===== src/rtl/nmc_pkg.sv =====
// ----------------------------------------------------------------------------
// nmc_pkg
// Shared types and constants for the ICMPv6 neighbor discovery and MLDv2
// report classifier.
// ----------------------------------------------------------------------------
package nmc_pkg;

  localparam int unsigned PosWidth  = 16;
  localparam int unsigned SkipWidth = 21;
  localparam int unsigned OffWidth  = 5;

  localparam logic [7:0] TYPE_RS   = 8'd133;
  localparam logic [7:0] TYPE_NS   = 8'd135;
  localparam logic [7:0] TYPE_NA   = 8'd136;
  localparam logic [7:0] TYPE_MLD2 = 8'd143;

  localparam logic [7:0] KIND_CHANGE_TO_EXCLUDE = 8'd4;

  localparam logic [PosWidth-1:0] POS_COUNT_HI  = 16'd6;
  localparam logic [PosWidth-1:0] POS_COUNT_LO  = 16'd7;
  localparam logic [PosWidth-1:0] TARGET_FIRST  = 16'd8;
  localparam logic [PosWidth-1:0] TARGET_LAST   = 16'd23;

  localparam logic [OffWidth-1:0] OFF_KIND      = 5'd0;
  localparam logic [OffWidth-1:0] OFF_AUX       = 5'd1;
  localparam logic [OffWidth-1:0] OFF_SRC_HI    = 5'd2;
  localparam logic [OffWidth-1:0] OFF_SRC_LO    = 5'd3;
  localparam logic [OffWidth-1:0] OFF_GROUP     = 5'd4;
  localparam logic [OffWidth-1:0] OFF_PREFIX_END = 5'd17;
  localparam logic [OffWidth-1:0] OFF_HDR_LAST  = 5'd19;
  localparam logic [OffWidth-1:0] SKIP_PHASE    = 5'd20;

  localparam logic [7:0] TARGET_MASK  = 8'hE0;
  localparam logic [7:0] TARGET_MATCH = 8'h20;

  typedef enum logic [1:0] {
    ActRaReply = 2'd0,
    ActJoin    = 2'd1,
    ActProxy   = 2'd2
  } action_e;

  typedef struct packed {
    logic [7:0] data_byte;
    logic       last_byte;
    logic       src_unspecified;
  } item_t;

  typedef struct packed {
    action_e     action;
    logic [63:0] addr_high;
    logic [63:0] addr_low;
  } result_t;

  // Solicited-node multicast prefix ff02::1:ff00:0/104, one byte per index.
  function automatic logic [7:0] snm_byte(input logic [3:0] idx);
    logic [7:0] val;
    case (idx)
      4'd0:    val = 8'hff;
      4'd1:    val = 8'h02;
      4'd11:   val = 8'h01;
      4'd12:   val = 8'hff;
      default: val = 8'h00;
    endcase
    return val;
  endfunction

endpackage


===== src/rtl/nmc_in_reg.sv =====
// ----------------------------------------------------------------------------
// nmc_in_reg
// Input register holding one message byte until the parser consumes it.
// ----------------------------------------------------------------------------
module nmc_in_reg (
  input  logic           clk_i,
  input  logic           rst_ni,
  input  logic           in_valid_i,
  output logic           in_stall_o,
  input  nmc_pkg::item_t item_i,
  input  logic           adv_ok_i,
  output logic           fire_o,
  output nmc_pkg::item_t item_o
);
  import nmc_pkg::*;

  logic  valid_q, valid_d;
  item_t item_q;
  logic  accept;

  assign fire_o     = valid_q && adv_ok_i;
  assign in_stall_o = valid_q && !adv_ok_i;
  assign accept     = in_valid_i && !in_stall_o;
  assign item_o     = item_q;

  always_comb begin
    valid_d = valid_q;
    if (accept) begin
      valid_d = 1'b1;
    end else if (fire_o) begin
      valid_d = 1'b0;
    end
  end

  always_ff @(posedge clk_i or negedge rst_ni) begin
    if (!rst_ni) begin
      valid_q <= 1'b0;
    end else begin
      valid_q <= valid_d;
    end
  end

  always_ff @(posedge clk_i) begin
    if (accept) begin
      item_q <= item_i;
    end
  end

endmodule


===== src/rtl/nmc_parser.sv =====
// ----------------------------------------------------------------------------
// nmc_parser
// Per-byte message state and classification of router solicits, neighbor
// messages and MLDv2 group records.
// ----------------------------------------------------------------------------
module nmc_parser #(
  parameter int unsigned MAX_BYTES = 2048
) (
  input  logic             clk_i,
  input  logic             rst_ni,
  input  logic             cfg_we_i,
  input  logic             cfg_wdata_i,
  input  logic             fire_i,
  input  nmc_pkg::item_t   item_i,
  output logic             res_valid_o,
  output nmc_pkg::result_t res_o
);
  import nmc_pkg::*;

  logic                 ra_ready_q;
  logic [PosWidth-1:0]  pos_q, pos_d;
  logic [7:0]           type_q, type_d;
  logic [15:0]          total_q, total_d;
  logic [15:0]          idx_q, idx_d;
  logic [OffWidth-1:0]  off_q, off_d;
  logic [7:0]           kind_q, kind_d;
  logic [SkipWidth-1:0] skip_q, skip_d;
  logic                 pm_q, pm_d;
  logic [63:0]          hi_q, hi_d;
  logic [63:0]          lo_q, lo_d;

  logic [7:0]           b;
  logic                 pos_ok;
  logic [SkipWidth-1:0] skip_dec;
  logic [3:0]           snm_idx;

  assign b        = item_i.data_byte;
  assign pos_ok   = pos_q < PosWidth'(MAX_BYTES);
  assign skip_dec = skip_q - SkipWidth'(1);
  assign snm_idx  = 4'(off_q - OFF_GROUP);

  always_comb begin
    pos_d       = pos_q;
    type_d      = type_q;
    total_d     = total_q;
    idx_d       = idx_q;
    off_d       = off_q;
    kind_d      = kind_q;
    skip_d      = skip_q;
    pm_d        = pm_q;
    hi_d        = hi_q;
    lo_d        = lo_q;
    res_valid_o = 1'b0;
    res_o       = '{action: ActRaReply, addr_high: 64'd0, addr_low: 64'd0};

    if (fire_i) begin
      if (pos_ok) begin
        if (pos_q == '0) begin
          type_d = b;
          if (b == TYPE_RS && ra_ready_q) begin
            res_valid_o = 1'b1;
          end
        end else if (type_q == TYPE_MLD2) begin
          if (pos_q == POS_COUNT_HI) begin
            total_d = {b, 8'h00};
          end else if (pos_q == POS_COUNT_LO) begin
            total_d = total_q | {8'h00, b};
          end else if (pos_q >= TARGET_FIRST && idx_q < total_q) begin
            if (off_q >= SKIP_PHASE) begin
              skip_d = skip_dec;
              if (skip_dec == '0) begin
                off_d = '0;
                idx_d = idx_q + 16'd1;
              end
            end else begin
              case (off_q)
                OFF_KIND: begin
                  kind_d = b;
                  skip_d = '0;
                end
                OFF_AUX: begin
                  skip_d = {11'd0, b, 2'd0};
                end
                OFF_SRC_HI: begin
                  skip_d = skip_q + {1'b0, b, 12'd0};
                end
                OFF_SRC_LO: begin
                  skip_d = skip_q + {9'd0, b, 4'd0};
                end
                default: begin
                  hi_d = {hi_q[55:0], lo_q[63:56]};
                  lo_d = {lo_q[55:0], b};
                  if (off_q == OFF_GROUP) begin
                    pm_d = (b == snm_byte(4'd0));
                  end else if (off_q < OFF_PREFIX_END) begin
                    pm_d = pm_q && (b == snm_byte(snm_idx));
                  end
                end
              endcase
              if (off_q == OFF_HDR_LAST) begin
                if (kind_d == KIND_CHANGE_TO_EXCLUDE && pm_d) begin
                  res_valid_o = 1'b1;
                  res_o       = '{action: ActJoin, addr_high: hi_d, addr_low: lo_d};
                end
                if (skip_d == '0) begin
                  off_d = '0;
                  idx_d = idx_q + 16'd1;
                end else begin
                  off_d = SKIP_PHASE;
                end
              end else begin
                off_d = off_q + OffWidth'(1);
              end
            end
          end
        end else if (type_q == TYPE_NS || type_q == TYPE_NA) begin
          if (pos_q >= TARGET_FIRST && pos_q <= TARGET_LAST) begin
            hi_d = {hi_q[55:0], lo_q[63:56]};
            lo_d = {lo_q[55:0], b};
            if (pos_q == TARGET_FIRST) begin
              pm_d = ((b & TARGET_MASK) == TARGET_MATCH);
            end
            if (pos_q == TARGET_LAST && pm_q &&
                (type_q == TYPE_NS || item_i.src_unspecified)) begin
              res_valid_o = 1'b1;
              res_o       = '{action: ActProxy, addr_high: hi_d, addr_low: lo_d};
            end
          end
        end
        pos_d = pos_q + PosWidth'(1);
      end

      if (item_i.last_byte) begin
        pos_d   = '0;
        type_d  = '0;
        total_d = '0;
        idx_d   = '0;
        off_d   = '0;
        kind_d  = '0;
        skip_d  = '0;
        pm_d    = 1'b0;
      end
    end
  end

  always_ff @(posedge clk_i or negedge rst_ni) begin
    if (!rst_ni) begin
      ra_ready_q <= 1'b0;
      pos_q      <= '0;
      type_q     <= '0;
      total_q    <= '0;
      idx_q      <= '0;
      off_q      <= '0;
      kind_q     <= '0;
      skip_q     <= '0;
      pm_q       <= 1'b0;
    end else begin
      if (cfg_we_i) begin
        ra_ready_q <= cfg_wdata_i;
      end
      pos_q   <= pos_d;
      type_q  <= type_d;
      total_q <= total_d;
      idx_q   <= idx_d;
      off_q   <= off_d;
      kind_q  <= kind_d;
      skip_q  <= skip_d;
      pm_q    <= pm_d;
    end
  end

  // The address shift line is fully refilled before any result uses it.
  always_ff @(posedge clk_i) begin
    hi_q <= hi_d;
    lo_q <= lo_d;
  end

endmodule


===== src/rtl/nmc_out_reg.sv =====
// ----------------------------------------------------------------------------
// nmc_out_reg
// Result register presenting one action request to the downstream side.
// ----------------------------------------------------------------------------
module nmc_out_reg (
  input  logic             clk_i,
  input  logic             rst_ni,
  input  logic             load_i,
  input  nmc_pkg::result_t res_i,
  output logic             adv_ok_o,
  output logic             out_valid_o,
  input  logic             out_stall_i,
  output nmc_pkg::result_t res_o
);
  import nmc_pkg::*;

  logic    valid_q, valid_d;
  result_t res_q;

  assign adv_ok_o    = !valid_q || !out_stall_i;
  assign out_valid_o = valid_q;
  assign res_o       = res_q;

  always_comb begin
    valid_d = valid_q && out_stall_i;
    if (load_i) begin
      valid_d = 1'b1;
    end
  end

  always_ff @(posedge clk_i or negedge rst_ni) begin
    if (!rst_ni) begin
      valid_q <= 1'b0;
    end else begin
      valid_q <= valid_d;
    end
  end

  always_ff @(posedge clk_i) begin
    if (load_i) begin
      res_q <= res_i;
    end
  end

endmodule


===== src/rtl/icmpv6_nd_mld_classifier_unit.sv =====
// ----------------------------------------------------------------------------
// icmpv6_nd_mld_classifier_unit
// Byte-wide ICMPv6 classifier raising RA reply, group join and neighbor
// proxy requests.
// ----------------------------------------------------------------------------
// Path: input register, combinational parser step, output register.
// Throughput: one byte per cycle while no result is stalled downstream.
// A byte is held back only while a finished result is stalled downstream.
// Reset is asynchronous and active low; it clears ra_ready and the message
// state but not the address shift line; bytes are accepted right after reset.
module icmpv6_nd_mld_classifier_unit #(
  parameter int unsigned MAX_BYTES = 2048
) (
  input  logic        clk_i,
  input  logic        rst_ni,
  input  logic        cfg_we_i,
  input  logic        cfg_wdata_i,
  input  logic        in_valid_i,
  output logic        in_stall_o,
  input  logic [7:0]  data_byte_i,
  input  logic        last_byte_i,
  input  logic        src_unspecified_i,
  output logic        out_valid_o,
  input  logic        out_stall_i,
  output logic [1:0]  action_o,
  output logic [63:0] addr_high_o,
  output logic [63:0] addr_low_o
);
  import nmc_pkg::*;

  item_t   item_in, item_q;
  result_t res_comb, res_q;
  logic    adv_ok, fire, res_valid;

  assign item_in = '{data_byte: data_byte_i, last_byte: last_byte_i,
                     src_unspecified: src_unspecified_i};

  nmc_in_reg u_in_reg (
    .clk_i      (clk_i),
    .rst_ni     (rst_ni),
    .in_valid_i (in_valid_i),
    .in_stall_o (in_stall_o),
    .item_i     (item_in),
    .adv_ok_i   (adv_ok),
    .fire_o     (fire),
    .item_o     (item_q)
  );

  nmc_parser #(
    .MAX_BYTES (MAX_BYTES)
  ) u_parser (
    .clk_i       (clk_i),
    .rst_ni      (rst_ni),
    .cfg_we_i    (cfg_we_i),
    .cfg_wdata_i (cfg_wdata_i),
    .fire_i      (fire),
    .item_i      (item_q),
    .res_valid_o (res_valid),
    .res_o       (res_comb)
  );

  nmc_out_reg u_out_reg (
    .clk_i       (clk_i),
    .rst_ni      (rst_ni),
    .load_i      (res_valid),
    .res_i       (res_comb),
    .adv_ok_o    (adv_ok),
    .out_valid_o (out_valid_o),
    .out_stall_i (out_stall_i),
    .res_o       (res_q)
  );

  assign action_o    = res_q.action;
  assign addr_high_o = res_q.addr_high;
  assign addr_low_o  = res_q.addr_low;

endmodule


===== config.mk =====
export PLATFORM = sky130hd
export DESIGN_NAME = icmpv6_nd_mld_classifier_unit
export DESIGN_NICKNAME = d
export VERILOG_FILES = /design/src/rtl/nmc_pkg.sv /design/src/rtl/nmc_in_reg.sv /design/src/rtl/nmc_parser.sv /design/src/rtl/nmc_out_reg.sv /design/src/rtl/icmpv6_nd_mld_classifier_unit.sv
export SDC_FILE = /design/constraint.sdc
export NUM_CORES = 1
export LEC_CHECK = 0
export CORE_MARGIN = 4
export CORE_UTILIZATION = 49
export DETAILED_ROUTE_END_ITERATION = 8
export DONT_BUFFER_PORTS = 1
export GPL_ROUTABILITY_DRIVEN = 0
export MAX_ROUTING_LAYER = met4
export PLACE_DENSITY_LB_ADDON = 0.08
export SYNTH_ARGS = -nofsm -noshare
export SYNTH_HDL_FRONTEND = slang
export SYNTH_HIERARCHICAL = 1
export SYNTH_SLANG_ARGS = --single-unit

===== constraint.sdc =====
create_clock -name clk_i -period 10.4 [get_ports clk_i]
set_input_delay 2.08 -clock clk_i [delete_from_list [all_inputs] [get_ports clk_i]]
set_output_delay 2.08 -clock clk_i [all_outputs]
set_load 0.03 [all_outputs]

==> summary.txt, run 1 <==
Setup ws final: 5.51 ns
Warning count from the yosys run: 6
Area leader, netlist: edfxtp_1
Clk root buf: clkbuf_16
CTS tree: done
Worst-Skew Late Latency: 0.56 ns
Req. time, crit path: 10.87 ns
Synth cell types: 74
DP HPWL: 25900 um
CP Launch Type: flop
Post-CTS Hold Buffers: 0
Initial antenna violation count: 0
Vias in the first global route: 10757
Maximum vdd ir drop: 0.146 mV
Synth top area cells: edfxtp_1 (45%), dfrtp_1 (14%), mux2_2 (7.9%)
Via density: 5.94
Largest net degree at the start of global routing: 106
Slew HR: 19.7%
Final Hold Vio Count: 0
Tmin final: 4.89 ns
I/O pins: 148
First-pass GRT wire length: 62600 um
Synth async-reset ratio: 26.6%
Fillcell total: 2940
Row cnt: 68
Fin. max-slew vios: 0
Die X: 196 um
Worst Setup End Kind: flop
Die ar.: 38400 um^2
Total grt overflow: 0
Post-synthesis register bit count: 354
EDFF count, synth: 260
Max-cap viol count: 0
Drt drc: 0
Fmax: 205 MHz
Wirelength, routed: 40300 um
Starting DRT DRC Count: 812
Multi-input gate area: 6700 um^2
Sequential share of the synthesized area: 58.7%
Pwr/cell area: 219 nW/um^2
Kind of critical path: flop to flop
First-pass DRT Iterations: 5
Synth top area share: 45.1%
Worst-Margin Slew: 1.20 ns
Diodes inserted: 0
Cts bufs inserted: 40
Worst Skew: 0.0173 ns
RSZ-0062 raised after global routing: no
Final setup viols: 0
Outcome: completed
Hold slack: 0.500 ns
CTS resizes: 0
Post-route setup TNS: 0 ns
Most frequent cells in the layout: edfxtp_1 (260), and2_1 (134), mux2_2 (121)
Die height: 196 um
Gate Count Post-Synth: 1436
GRT Util Overall: 20.9%
Clk slew on worst S/H paths: 0.05 ns
Core area: 34700 um^2
Syn_nets: 1495
Share of cells above drive strength 1: 15.0%
Pre-CTS setup slack: 5.20 ns
Via count: 11225
Worst EP arrival: 5.36 ns
I/O Buffers: 0
Most common cell after layout, fill and taps aside: edfxtp_1
Clk sinks: 354
Final core occ: 54.5%
CTS max path bufs: 3
Post-synthesis to final-layout area growth: 9.40%
Final worst-path cycle share: 47.0%
Synthesized area per cell: 12.1 um^2
H-tree levels: 2
Starting Density: 49.8%
Ys flop type: edfxtp_1
Routed Antenna Nets: 0
Nets: 1465
Worst-path fanout max: 24
# Post-CTS Setup Buffers: 0
Cell Area, Synth: 17300 um^2
Worst hold path type: flop to flop
DR WL/cell: 21.3 um
Design Power: 4150 uW
Register Area: 10200 um^2
Leak pwr: 0.00693 uW
-- report_power, final --
| group | internal, uW | switching (uW) |
|---|---|---|
| Clock | 769 | 561 |
| Sequential | 1770 | 421 |
| Combinational | 198 | 435 |
| Total | 2740 | 1420 |
-- worst max-delay path, cell delays in order (launching register included) --
cell,delay [ns]
edfxtp_1,0.66
ha_1,0.37
fa_1,0.42
a211oi_1,0.50
nor3_1,0.22
or3_1,0.44
a222oi_1,0.37
nor4bb_1,0.34
nand4_1,0.21
o21a_1,0.52
or4_1,0.61
a21oi_1,0.15
-- routing by layer --
| metal | wire length [um] | vias to the layer above | GRT usage [%] |
|---|---|---|---|
| li1 | - | 5275 | - |
| met1 | 18100 | 5520 | 29.0 |
| met2 | 19000 | 370 | 32.2 |
| met3 | 2290 | 60 | 3.61 |
| met4 | 879 | 0 | 5.90 |
| met5 | 0 | - | - |
-- worst paths after layout --
path | depth (start not counted) | slack, ns | startpoint | to
max | 11 | 5.51 | u_in_reg/item_o[2] | u_parser/idx_q[11]
min | 2 | 0.50 | u_parser/total_q[5] | u_parser/total_q[5]
max reg2reg | 11 | 5.51 | u_in_reg/item_o[2] | u_parser/idx_q[11]
min reg2reg | 2 | 0.50 | u_parser/total_q[5] | u_parser/total_q[5]
max in group asynchronous | 0 | 8.97 | rst_ni | u_parser/kind_q[5]
min in group asynchronous | 0 | 1.22 | rst_ni | u_parser/skip_q[7]
-- Yosys cell counts (7+ instances only) --
master      n
a31oi_1    10
o21a_1     11
nor2b_1     7
nor4b_1     8
clkbuf_1   83
nand3_1    34
mux2_2    121
a21oi_1    70
xnor2_1    12
ha_1       41
a211oi_1    8
a22o_1     18
inv_1      36
nand4_1    16
a21o_1     13
and2_1    134
and3_1      8
nand2b_1   15
or4_1      16
nor2_1     87
or3_1      13
edfxtp_1  260
nor3_1     31
mux2i_1     7
nand2_1    69
xor2_1      9
nor4_1     18
o21ai_0    74
o31ai_1    15
dfrtp_1    94
-- final cells by class --
class	count	area share (%)
Inverter	36	0.714
Timing Repair Buffer	17	0.674
Multi-Input combinational cell	957	35.4
Clock buffer	53	5.76
Clock inverter	17	0.767
Tap cell	455	3.01
Sequential cell	354	53.7
-- kinds of logic after synthesis --
| logic type | count (synthesis) | share of synthesized area (%) |
|---|---|---|
| muxes | 128 | 8.28 |
| buffers and inverters | 125 | 2.78 |
| xor gates and xnor gates | 21 | 1.06 |
| AOI/OAI and AO/OA | 274 | 10.2 |
| adders and majority gates | 43 | 3.20 |
| and+or+nand+nor | 491 | 15.8 |
| DFF | 354 | 58.7 |
-- state kept, by name, indices dropped and copies added, names as in the netlist --
name / cells
u_parser/skip_q: 21
u_parser/hi_q: 56
u_parser/pm_q: 1
u_in_reg/item_o: 10
u_parser/pos_q: 16
u_parser/lo_q: 64
u_parser/idx_q: 16
u_out_reg/out_valid_o: 1
u_parser/ra_ready_q: 1
u_parser/kind_q: 8
u_in_reg/valid_q: 1
u_out_reg/res_o: 130
u_parser/off_q: 5
u_parser/type_q: 8
u_parser/total_q: 16
-- stage by stage --
step / cells / cell area, um^2
finish: 1889 / 18900
global route: 1889 / 18900
CTS: 1889 / 18900
detailed placement: 1819 / 17700
global placement: 1819 / 17700
floorplan: 1436 / 17300
Note: power is estimated with default switching activity, not from simulation.
==> run 2, diff against run 1 <==
clock period = 4.3 ns   (was 10.4 ns; I/O delays follow)
==> run 2 against run 1 <==
  * Critical path depth unchanged
  * Non-clock buffer count up 46
  * Power up 140%
  * Final area up 2.3%
  * Combinational power rose to 2.7 times the previous value
  * Routed wire length up 5.1%
  * Flip-flop and latch count unchanged
  * Register-to-register slack worse by 5.3 ns
==> summary.txt, run 2 (synthesis gave the netlist of run 1 again) <==
Outcome: completed
Initial antenna violation count: 0
Clk slew on worst S/H paths: 0.07 ns
Total grt overflow: 0
Nets: 1511
Design Power: 10100 uW
Fillcell total: 2913
Most frequent cells in the layout: edfxtp_1 (260), and2_1 (134), mux2_2 (121)
Via count: 11655
Critical-path cell list: ha_1 > fa_1 > a211oi_2 > nor3_1 > or3_1 > a222oi_1 > nor4bb_2 > nand4_1 > o21a_4 > or4_1 > a21oi_1
Worst hold path type: primary input to asynchronous set/reset pin
Vias in the first global route: 11405
Switching share of power: 34.4%
Clk root buf: clkbuf_16
Pwr/cell area: 523 nW/um^2
RSZ-0062 raised after global routing: no
Final Hold Vio Count: 0
Final core occ: 55.8%
Cts bufs inserted: 39
Worst-Margin Slew: 1.09 ns
Largest net degree at the start of global routing: 90
Worst-Skew Late Latency: 0.54 ns
Post-synthesis to final-layout area growth: 11.9%
Req. time, crit path: 4.75 ns
Final worst-path cycle share: 94.1%
Starting Density: 49.8%
Die ar.: 38400 um^2
Sequential fraction of design power: 52.0%
Wirelength, routed: 42400 um
Via density: 6.02
Max-cap viol count: 0
Max reg flops: 130
Leak pwr: 0.00715 uW
Most common cell after layout, fill and taps aside: edfxtp_1
Worst Skew: 0.0189 ns
First-pass DRT Iterations: 5
CTS tree: done
DP HPWL: 28000 um
Core area: 34700 um^2
CP max stage cell: or4_1
First-pass GRT wire length: 66100 um
Fin. max-slew vios: 0
Die X: 196 um
Tmin final: 4.04 ns
Starting DRT DRC Count: 883
Worst-path fanout max: 11
Worst Setup End Kind: flop
Slew HR: 27.0%
I/O pins: 148
Critical Path Max Stage Delay: 0.51 ns
Maximum vdd ir drop: 0.352 mV
Fmax: 247 MHz
Kind of critical path: flop to flop
H-tree levels: 2
CP delay by family, top: simple AND/OR/NAND/NOR gates
DR WL/cell: 21.9 um
Final setup viols: 0
Row cnt: 68
Share of cells above drive strength 1: 17.4%
Switch Pwr: 3480 uW
Clk sinks: 354
Buffer and inverter count on the worst path: 0
CTS max path bufs: 3
Routed Antenna Nets: 0
P_int: 6640 uW
Drt drc: 0
Worst EP arrival: 4.50 ns
Comb pwr share: 17.0%
I/O Buffers: 0
Die height: 196 um
CP Launch Type: flop
Clock power share: 31.0%
GRT Util Overall: 22.0%
run 2: worst register-to-register path, stage by stage (launching register included):
cell and delay (ns):
dfrtp_1 0.47, ha_1 0.27, fa_1 0.44, a211oi_2 0.28, nor3_1 0.09, or3_1 0.43
a222oi_1 0.39, nor4bb_2 0.28, nand4_1 0.26, o21a_4 0.35, or4_1 0.52, a21oi_1 0.16
run 2: metrics by stage:
stage               cell area (um^2)  hold WS, ns  setup TNS (ns)  setup slack, ns  cells
global placement               18100        0.478               0            0.210   1862
global route                   19400      0.00973               0           0.0508   1935
detailed placement             18100        0.487               0           0.0386   1862
finish                         19400       0.0320               0            0.255   1936
floorplan                      17300        0.462          -49.36           -0.379   1436
CTS                            19300      0.00363               0            0.156   1933
run 2: routing by layer:
metal  routed length, um  part of all wire [%]  GRT usage (%)
met1               19000                    45           30.4
met2               19900                    47           34.1
met3                2280                   5.4           3.62
met4                1140                   2.7           6.49
met5                   0                     0              -
run 2: power by group through the flow:
stage / clock, uW / combinational [uW] / sequential, uW
2_1_floorplan: 0 / 1150 / 5210
6_report: 3140 / 1720 / 5260
3_5_place_dp: 0 / 1660 / 5350
5_1_grt: 3370 / 1880 / 5320
3_3_place_gp: 0 / 1640 / 5330
4_1_cts: 3210 / 1680 / 5280
run 2: cell type report:
class	instances	area [um^2]	share of cell area, %
flip-flops and latches	354	10200	52.5
multi-input cells	958	6730	34.7
inverters	36	135	0.698
repair buffers	63	576	2.97
well taps	455	569	2.94
clock inverters	15	144	0.743
clock buffers	54	1050	5.43
diodes	1	2.50	0.0129
run 2: worst paths after layout:
check	end	cells past startpoint	slack, ns	start
max	u_parser/idx_q[13]	11	0.26	u_parser/skip_q[4]
min	u_parser/skip_q[17]	0	0.03	rst_ni
max reg2reg	u_parser/idx_q[13]	11	0.26	u_parser/skip_q[4]
min reg2reg	u_parser/type_q[7]	1	0.50	u_parser/type_q[7]
max in group asynchronous	u_parser/ra_ready_q	1	3.33	rst_ni
min in group clk_i	u_in_reg/item_o[4]	0	0.41	data_byte_i[2]
run 2: repair_timing:
action                                  4_1_cts  5_1_grt
cloned                                        0        1
hold buffers                                  2        0
endpoints found under the hold margin        24        0
endpoints found under the setup margin        1       10
setup buffers                                 0        1
pin swaps                                     0        4
resized for setup                             1        4
==> run 3, diff against run 2 <==
CORE_UTILIZATION = 59   (was 49)
clock period = 4.6 ns   (was 4.3 ns; I/O delays follow)
==> run 3 against run 2 <==
  * Sequential power down 6.7%
  * Highest routed layer unchanged
  * First-iteration DRC count up 21%
  * Final cell count down 4.6%
  * Combinational power down 9.9%
  * Critical path depth up 1
  * Worst setup slack better by 0.14 ns
  * Critical endpoint is now u_parser/idx_q[4]
  * Largest power group unchanged
  * Clock power down 8.6%
==> summary.txt, run 3 (synthesis gave the netlist of run 1 again) <==
Outcome: completed
Finished Layout Cells: 1847
Kind of critical path: flop to flop
Fmax: 238 MHz
Clk sinks: 354
Fin. max-slew vios: 0
Buffer and inverter count on the worst path: 1
GRT Util Overall: 24.8%
Vias in the first global route: 11159
Setup ws final: 0.397 ns
Starting DRT DRC Count: 1066
Slew HR: 31.8%
Worst hold path type: primary input to asynchronous set/reset pin
CTS resizes: 0
Nets: 1496
First-pass GRT wire length: 61800 um
Largest net degree at the start of global routing: 95
CTS max path bufs: 3
Drt drc: 0
Final worst-path cycle share: 91.4%
Cts bufs inserted: 37
DP HPWL: 26200 um
Pre-CTS setup slack: 0.531 ns
Worst-path fanout max: 18
Placed cell areas: 18000 um^2
Routed Antenna Nets: 0
Via count: 11511
Leak pwr: 0.00708 uW
Tmin final: 4.20 ns
Register Area: 10200 um^2
CP max stage cell: dfrtp_1
Die height: 179 um
Pwr/cell area: 488 nW/um^2
I/O pins: 148
Starting Density: 60.1%
DR WL/cell: 21.0 um
CP delay by family, top: simple AND/OR/NAND/NOR gates
Final Hold Vio Count: 0
I/O Buffers: 0
CTS tree: done
Req. time, crit path: 5.04 ns
H-tree levels: 2
Max reg flops: 130
CP Launch Type: flop
Most frequent CP cell: or3_1
Final setup viols: 0
Most frequent cells in the layout: edfxtp_1 (260), and2_1 (134), mux2_2 (121)
Final instance area: 19100 um^2
Max-cap viol count: 0
Most common cell after layout, fill and taps aside: edfxtp_1
Critical Path Max Stage Delay: 0.46 ns
Worst Setup End Kind: flop
Worst Skew: 0.0155 ns
Worst EP arrival: 4.64 ns
Critical-path cell list: ha_1 > fa_1 > a211oi_1 > nor3_1 > or3_1 > a222oi_1 > nor4bb_1 > nand4_1 > o21a_1 > buf_4 > or3_1 > a21oi_1
Worst-Skew Late Latency: 0.52 ns
Share of cells above drive strength 1: 16.4%
Initial antenna violation count: 0
# Post-CTS Setup Buffers: 0
Fillcell total: 2123
Die X: 179 um
Clk root buf: clkbuf_16
First-pass DRT Iterations: 5
Via density: 6.23
Post-CTS Hold Buffers: 0
Clk slew on worst S/H paths: 0.06 ns
Diodes inserted: 0
Placed cells: 1782
Die ar.: 32100 um^2
Multi-input gate area: 6700 um^2
Wirelength, routed: 38700 um
Maximum vdd ir drop: 0.281 mV
RSZ-0062 raised after global routing: no
Row cnt: 62
Post-synthesis to final-layout area growth: 10.6%
Total grt overflow: 0
Worst-Margin Slew: 1.02 ns
Core area: 28800 um^2
run 3: cell count changes in the layout (fill, tap and decap cells not counted), sizes merged:
cell and delta:
clkinv -2, clkbuf -2, clkinvlp -1, o21a -1, diode -1, dlygate4sd3 -1, bufinv +1, buf -11
run 3: path summary, 6_finish.rpt:
kind,slack (ns),end,start,cells past startpoint
max in group asynchronous,4.32,u_parser/kind_q[4],rst_ni,0
setup / recovery,0.40,u_parser/idx_q[4],u_parser/skip_q[4],12
hold / removal,0.1,u_parser/idx_q[15],rst_ni,0
hold reg to reg,0.50,u_parser/total_q[3],u_parser/total_q[3],2
min in group clk_i,0.49,u_in_reg/item_o[4],data_byte_i[2],0
setup reg to reg,0.40,u_parser/idx_q[4],u_parser/skip_q[4],12
run 3: layout make-up:
type / instances / area share, %
clock buffers: 52 / 5.35
clock inverters: 13 / 0.732
inverters: 36 / 0.706
multi-input cells: 957 / 35.0
flip-flops and latches: 354 / 53.1
well taps: 384 / 2.51
repair buffers: 51 / 2.59
run 3: routing by layer:
layer	global-route usage (%)	part of all wire [%]	vias up
met5	-	0	-
met4	6.76	2.7	0
met3	3.67	6.5	80
met2	38.9	48	463
met1	34.2	43	5623
li1	-	-	5345
run 3: power breakdown:
part           switching [uW]  internal (uW)  leakage [uW]
sequential                927           3990       0.00366
combinational            1010            548       0.00286
clock                    1200           1670      0.000558
run 3: worst reg2reg max path, stage by stage, from the launching register on:
cell and delay [ns]:
dfrtp_1 0.46, ha_1 0.26, fa_1 0.41, a211oi_1 0.32, nor3_1 0.12, or3_1 0.43
a222oi_1 0.39, nor4bb_1 0.34, nand4_1 0.20, o21a_1 0.44, buf_4 0.27, or3_1 0.34
a21oi_1 0.15
run 3: through the flow:
stage	setup TNS (ns)	hold slack (ns)	total power, uW	utilization (%)
floorplan	-10.25	0.462	5940	-
finish	0	0.0974	9340	66.5
global route	0	0.0725	9740	66.5
CTS	0	0.0679	9400	66.5
detailed placement	0	0.490	6520	62.4
global placement	0	0.479	6470	62.4
